File: config.mk
export PLATFORM = sky130hd
export DESIGN_NAME = lav_front
export DESIGN_NICKNAME = d
export VERILOG_FILES = /design/src/hdl/assert_macros.svh /design/src/hdl/lav_pkg.sv /design/src/hdl/lav_front.sv
export SDC_FILE = /design/constraint.sdc
export NUM_CORES = 1
export LEC_CHECK = 0
export ABC_AREA = 1
export BUFFER_PORTS_ARGS = -buffer_cell sky130_fd_sc_hd__buf_2
export CORE_MARGIN = 4
export CORE_UTILIZATION = 50
export DETAILED_ROUTE_END_ITERATION = 8
export HOLD_SLACK_MARGIN = 0.12
export PLACE_DENSITY = 0.86
export SKIP_CTS_REPAIR_TIMING = 1
export SLEW_MARGIN = 5
export SYNTH_ARGS = -nofsm -noshare
export SYNTH_HDL_FRONTEND = slang
export SYNTH_SLANG_ARGS = --single-unit
File: constraint.sdc
create_clock -name clk -period 12.4 [get_ports clk]
set_clock_uncertainty 0.05 [all_clocks]
set_input_delay 3.1 -clock clk [delete_from_list [all_inputs] [get_ports clk]]
set_output_delay 3.1 -clock clk [all_outputs]
set_load 0.05 [all_outputs]
File: src/hdl/assert_macros.svh
// Assertion macros of the look-at view matrix RTL, used by lav_back.
// Depends on nothing; a synthesis run defines SYNTHESIS and the macros vanish.
`ifndef ASSERT_MACROS_SVH
`define ASSERT_MACROS_SVH
`ifndef SYNTHESIS
// Same-cycle implication check.
`define LAV_ASSERT_IMP(lbl, ck, rn, ante, cons) \
	lbl: assert property (@(posedge ck) disable iff (!rn) (ante) |-> (cons)) \
		else $error("same-cycle check failed");
// Next-cycle implication check.
`define LAV_ASSERT_NXT(lbl, ck, rn, ante, cons) \
	lbl: assert property (@(posedge ck) disable iff (!rn) (ante) |=> (cons)) \
		else $error("next-cycle check failed");
`else
`define LAV_ASSERT_IMP(lbl, ck, rn, ante, cons)
`define LAV_ASSERT_NXT(lbl, ck, rn, ante, cons)
`endif
`endif

File: src/hdl/lav_pkg.sv
// Types, constants and small helpers of the look-at view matrix block.
// Used by lav_front, lav_back and look_at_view_matrix_top; depends on nothing.
package lav_pkg;

	typedef logic signed [31:0] word_t;
	typedef logic signed [32:0] diff_t;

	// Request: one camera item.
	typedef struct packed {
		word_t eye_x;
		word_t eye_y;
		word_t eye_z;
		word_t look_x;
		word_t look_y;
		word_t look_z;
		word_t upward_x;
		word_t upward_y;
		word_t upward_z;
	} req_t;

	// Result: one matrix column.
	typedef struct packed {
		logic [1:0] column_index;
		word_t      row0_value;
		word_t      row1_value;
		word_t      row2_value;
		word_t      row3_value;
		logic       last_column;
		logic       degenerate;
	} rsp_t;

	// Classified job held in the queue between front and back.
	typedef struct packed {
		word_t [2:0] eye;
		word_t [2:0] up;
		diff_t [2:0] dif;
		logic        dzero;
	} job_t;

	// Queue head as seen by the back end.
	typedef struct packed {
		logic valid;
		job_t job;
	} q_head_t;

	localparam int MagW = 50;   // magnitude of an unnormalized vector component
	localparam int AccW = 66;   // sum of three 64-bit products
	localparam int LenW = 31;   // integer square root of the squared length
	localparam int QW   = 18;   // quotient bits of a unit component
	localparam int NumW = 47;   // dividend of a unit component
	localparam int NormTop = 30;
	localparam int NormBot = 29;

	localparam word_t      Q_ONE    = 32'sd65536;
	localparam logic [1:0] COL_LAST = 2'd3;

	// Cyclic successor and predecessor of a vector index.
	function automatic logic [1:0] idx_next(input logic [1:0] k);
		case (k)
			2'd0:    return 2'd1;
			2'd1:    return 2'd2;
			default: return 2'd0;
		endcase
	endfunction

	function automatic logic [1:0] idx_prev(input logic [1:0] k);
		case (k)
			2'd0:    return 2'd2;
			2'd1:    return 2'd0;
			default: return 2'd1;
		endcase
	endfunction

endpackage

File: src/hdl/lav_front.sv
// Front end: takes camera requests, forms eye - target, flags a zero view
// direction and queues the job. Depends on lav_pkg.
module lav_front #(
	parameter int unsigned DEPTH = 2
) (
	input  logic             clk,
	input  logic             arst_n,
	input  logic             start,
	output logic             busy,
	input  lav_pkg::req_t    req,
	output lav_pkg::q_head_t head,
	input  logic             pop
);
	import lav_pkg::*;

	localparam int PtrW = (DEPTH > 1) ? $clog2(DEPTH) : 1;
	localparam int CntW = $clog2(DEPTH + 1);
	localparam logic [PtrW-1:0] PtrLast = PtrW'(DEPTH - 1);
	localparam logic [CntW-1:0] CntFull = CntW'(DEPTH);

	job_t            job_mem [DEPTH];
	logic [PtrW-1:0] wr_ptr_q, rd_ptr_q;
	logic [CntW-1:0] cnt_q;
	job_t            new_job;
	logic            push;

	// Classify the request: view direction and its zero test.
	always_comb begin
		new_job.eye[0] = req.eye_x;
		new_job.eye[1] = req.eye_y;
		new_job.eye[2] = req.eye_z;
		new_job.up[0]  = req.upward_x;
		new_job.up[1]  = req.upward_y;
		new_job.up[2]  = req.upward_z;
		new_job.dif[0] = 33'(req.eye_x) - 33'(req.look_x);
		new_job.dif[1] = 33'(req.eye_y) - 33'(req.look_y);
		new_job.dif[2] = 33'(req.eye_z) - 33'(req.look_z);
		new_job.dzero  = (new_job.dif[0] == '0) && (new_job.dif[1] == '0) &&
			(new_job.dif[2] == '0);
	end

	assign busy = (cnt_q == CntFull);
	assign push = start && !busy;

	// Job storage.
	always_ff @(posedge clk) begin
		if (push) begin
			job_mem[wr_ptr_q] <= new_job;
		end
	end

	// Queue pointers and fill count.
	always_ff @(posedge clk or negedge arst_n) begin
		if (!arst_n) begin
			wr_ptr_q <= '0;
			rd_ptr_q <= '0;
			cnt_q    <= '0;
		end else begin
			if (push) begin
				wr_ptr_q <= (wr_ptr_q == PtrLast) ? '0 : wr_ptr_q + 1'b1;
			end
			if (pop) begin
				rd_ptr_q <= (rd_ptr_q == PtrLast) ? '0 : rd_ptr_q + 1'b1;
			end
			if (push && !pop) begin
				cnt_q <= cnt_q + 1'b1;
			end else if (pop && !push) begin
				cnt_q <= cnt_q - 1'b1;
			end
		end
	end

	assign head.valid = (cnt_q != '0);
	assign head.job   = job_mem[rd_ptr_q];

endmodule

# [Yosys cells after proc, flatten, opt, wreduce, memory -nomap -nowiden]
# Memory sizes are Yosys's and may differ from the RTL's.
# Index checks and enable logic that the tools add are counted.
[word_totals] regBits=4 ramBits=584 output_inout_bits=294 word_cells=31 n_memories=1
[mem_list] memory="job_mem" words=2 width=292 rd=1 rd_clocked_by_memory_dff=0 wr=1 line_no="lav_front.sv:21" source="job_t job_mem [DEPTH];"
[op_classes] addsub=7 n_eq_ne=1 muxes=6 n_reduce_logical=13
[ops] operator="$logic_not A33 Y1" n=3
[ops] operator="$sub A32 B32 Y33" n=3
[ops] operator="$logic_and A1 B1 Y1" n=5
[ops] operator="$mux W1" n=4
[ops] operator="$mux W2" n=2
[ops] operator="$reduce_bool A2 Y1" n=2
[ops] operator="$logic_not A1 Y1" n=3
[ops] operator="$add A1 B1 Y1 const B" n=2
[ops] operator="$add A2 B1 Y2 const B" n=1
[ops] operator="$eq A2 B2 Y1 const B" n=1
[ops] operator="$sub A2 B1 Y2 const B" n=1

# [Logic depth before layout (Yosys ltp)]
[depth] depth_word=7 mapped_depth=21 depth_no_buf=21

# [Worst setup path before layout]
# OpenSTA, ideal clock, no wires.
[synth_timing] kind="input-to-reg" from="in start" to="mem job_mem[1][0] in the netlist's numbering, enable pin" setup_ns=0.953 arrival_time_ns=15.351 slack_ns=-3.954 stages=2 n_path_buf=0 path_cell_list="o21ai_0 nor2_1"
[synth_via] elab_chain_len=3
[synth_rtl] element="start: declaration" line_no="lav_front.sv:8" source="input logic start,"
[synth_rtl] element="$logic_and A1 B1 Y1" line_no="lav_front.sv:43" source="assign push = start && !busy;"
[synth_rtl] element="$mux W1" line_no="lav_front.sv:47" source="if (push) begin"
[synth_rtl] element="$mux W1 (not written as such)" line_no="lav_front.sv:48" source="job_mem[wr_ptr_q] <= new_job;"
[synth_rtl] element="end: declaration" line_no="lav_front.sv:21"
# Every way passes these cells.

==> run summary <==
Core Area = 57,900 µm²
Startpoint Class = flop
Root Buffer = clkbuf_16
Status = finished clean
CP Capture Type = output pin
Post-layout net count = 3,682
Multi-input combinational cell area = 9810 µm²
Share of cells above drive strength 1 = 0.313
Combinational share of power = 0.440
TritonCTS buffer count = 60
Vias/cell = 5.26
Worst path cell trace = buf_4, buf_4, mux2_2, buf_2
Final hold vios = 0
Fmax = 144 MHz
RSZ-0062 raised after global routing = no
CP Data Required Time = 9.25 ns
WS Path Type = flop to output pin
Top cell by count, worst path = buf_4
First-pass GRT wire length = 123,000 µm
GPL Wtd Cong = 0.955
Dpl ws = 6.17 ns
Syn_nets = 3,056
Pleak = 15.8 nW
Worst reg2reg setup slack = 9.25 ns
Placement Cell Area = 33,200 µm²
Largest fanout on the critical path = 56
Clock Latency Late Sink = 0.63 ns
Residual DRC = 0
Asr flop ratio synth = 0.00680
Number of port buffers = 585
Count of cell types in the netlist = 38
Worst hold path type = flop to flop
Seq. cell area = 17,600 µm²
Hold Crit Endpoint = cnt_q[0]$_DFFE_PN0P_
Worst r2r src = cnt_q[1]$_DFFE_PN0P_
1st-pass router iterations = 5
Synth top area share = 0.598
TritonCTS clock tree = done
Critical R2R Capture = job_mem[0][75]$_DFFE_PP_
Vias in the first global route = 21,200
Max VDD drop = 0.000281 V
Worst path depth = 4
Met2 WL = 40,300 µm
Most common cell after layout, fill and taps aside = nand2_1
DRT Wirelength = 82,600 µm
Largest delay contributor family on the critical path = buffers and inverters
Pin count of the biggest net entering global routing = 155
Synth area leader = edfxtp_1
Sw Ratio = 0.439
Yosys reg bits = 588
Slowest stage cell, crit path = dfrtp_4
Register area share after synthesis = 0.601
Avg Inst Size Synth = 11.0 µm²
P_sw = 3.66 mW
Min cycle time layout = 6.93 ns
Ys flop type = edfxtp_1
IO Count = 586
FF-to-FF path depth = 5
Wire length per cell = 20.1 µm
P_int = 4.68 mW
CP bufs+invs = 3
Final worst slack = 5.47 ns
Worst Path Arrival = 3.78 ns
Initial antenna violation count = 10
Commonest non-fill, non-tap cells in the layout = 676 x nand2_1, 585 x buf_2, 584 x edfxtp_1
Fin Setup TNS = 0 ns
Clock share of power = 0.209
Die Ht = 250 µm
Gr ovfl total = 0
Mapped cell area = 29,300 µm²
Post-synth EDFFs = 584
Antenna-violating nets left = 0
PD cells = 237 nW/µm²
Met3 wire length = 7010 µm
Total GRT Usage = 0.252
Hold depth = 1
Reg power frac = 0.351
Final setup fails = 0
Final core occ = 0.607
Yosys warning total = 0
Slew Limit Fails = 0
Die width = 250 µm
Initial Util = 0.507
Final Cycle Share = 0.559
Max-slew headroom = 0.311
Max cap viols = 0
Die area = 62,600 µm²
DRT met1 WL = 31,800 µm
Max Root-Sink Buffers = 3
Max layer used = met5
Fillcell total = 4,520
HP Start = cnt_q[0]$_DFFE_PN0P_
Vias = 21,600
CP max stage delay = 0.93 ns
Synth area leaders = edfxtp_1 60%, mux2_2 11%, nand2_1 8.6%
Initial DRC Count = 1,773
Synth Instances = 2,664
Clock slew at reported path FFs = 0.06 ns
Row Count = 88
P&R area growth vs syn = 19.8%
Post-layout instance area = 35,200 µm²
Least-Margin Pin Slew = 1.03 ns
H-tree Lvls = 2
DPL Wire Length = 62,800 µm
Sink Count = 588
Power Total = 8.33 mW
worst register-to-register path, cell delays in order (launching register included):
cell and delay (ns):
dfrtp_1 0.36, inv_1 0.11, o21ai_0 0.25, nor2_4 0.19, buf_12 0.64, buf_4 1.07
cell families after synthesis:
logic type | count (synthesis) | synth area share
XOR/XNOR | 21 | 0.00627
buffers and inverters | 510 | 0.0652
multiplexers | 292 | 0.112
adder cells (fa/ha/maj) | 100 | 0.0434
AO/OA/AOI/OAI | 112 | 0.0206
flip-flops | 588 | 0.601
AND/OR/NAND/NOR | 1041 | 0.151
final cells by class:
type,count,area share
diodes,12,0.000854
clock buffers,70,0.0438
clock inverters,39,0.0101
inverters,477,0.0509
multi-input cells,1566,0.279
flip-flops and latches,588,0.502
well taps,765,0.0272
repair buffers,597,0.0862
metal layers:
metal | track usage | up-vias
li1 | - | 10200
met2 | 0.431 | 995
met3 | 0.0543 | 184
met5 | 0 | -
met4 | 0.0995 | 2
met1 | 0.315 | 10300
state kept, by name (all words and copies together), names as in the netlist:
name	flops
rd_ptr_q	1
job_mem	584
cnt_q	2
wr_ptr_q	1
Yosys cell counts, types with 2 or more instances:
cell	number
a21oi_1	80
a21oi_2	3
and2_1	4
buf_1	2
clkbuf_1	31
dfrtp_1	4
edfxtp_1	584
fa_1	3
ha_1	97
inv_1	474
inv_2	3
mux2_2	292
nand2_1	676
nand2_2	30
nand2_4	2
nand2b_1	2
nand3_1	76
nand3_2	12
nand3b_1	29
nand4_1	16
nor2_1	158
nor2_2	6
nor2_4	3
nor3_1	18
nor3_2	3
o21a_1	2
o21ai_0	15
o21bai_1	8
or2_1	2
or2_4	2
xnor2_1	12
xor2_1	9
power by group through the flow:
stage	clock, mW	sequential (mW)	combinational, mW
after global routing	1.85	2.96	3.84
final	1.74	2.93	3.66
after detailed placement	0	2.96	3.66
after floorplan	0	2.99	2.81
after global placement	0	2.94	3.62
after CTS	1.77	2.93	3.68
stage by stage:
stage | cells | hold slack [ns]
after floorplan | 2664 | 0.432
after global placement | 3993 | 0.467
after detailed placement | 3993 | 0.482
after CTS | 4102 | 0.491
after global routing | 4110 | 0.514
final | 4114 | 0.490
worst max path at each step:
stage,start,endpoint,slack (ns)
CTS,rd_ptr_q$_DFFE_PN0P_,head[260],5.48
global placement,rd_ptr_q$_DFFE_PN0P_,head[75],6.19
floorplan,start,job_mem[1][0]$_DFFE_PP_,0.97
finish,rd_ptr_q$_DFFE_PN0P_,head[90],5.47
detailed placement,rd_ptr_q$_DFFE_PN0P_,head[260],6.17
global route,rd_ptr_q$_DFFE_PN0P_,head[97],5.35
(Power assumes the default switching activity.)
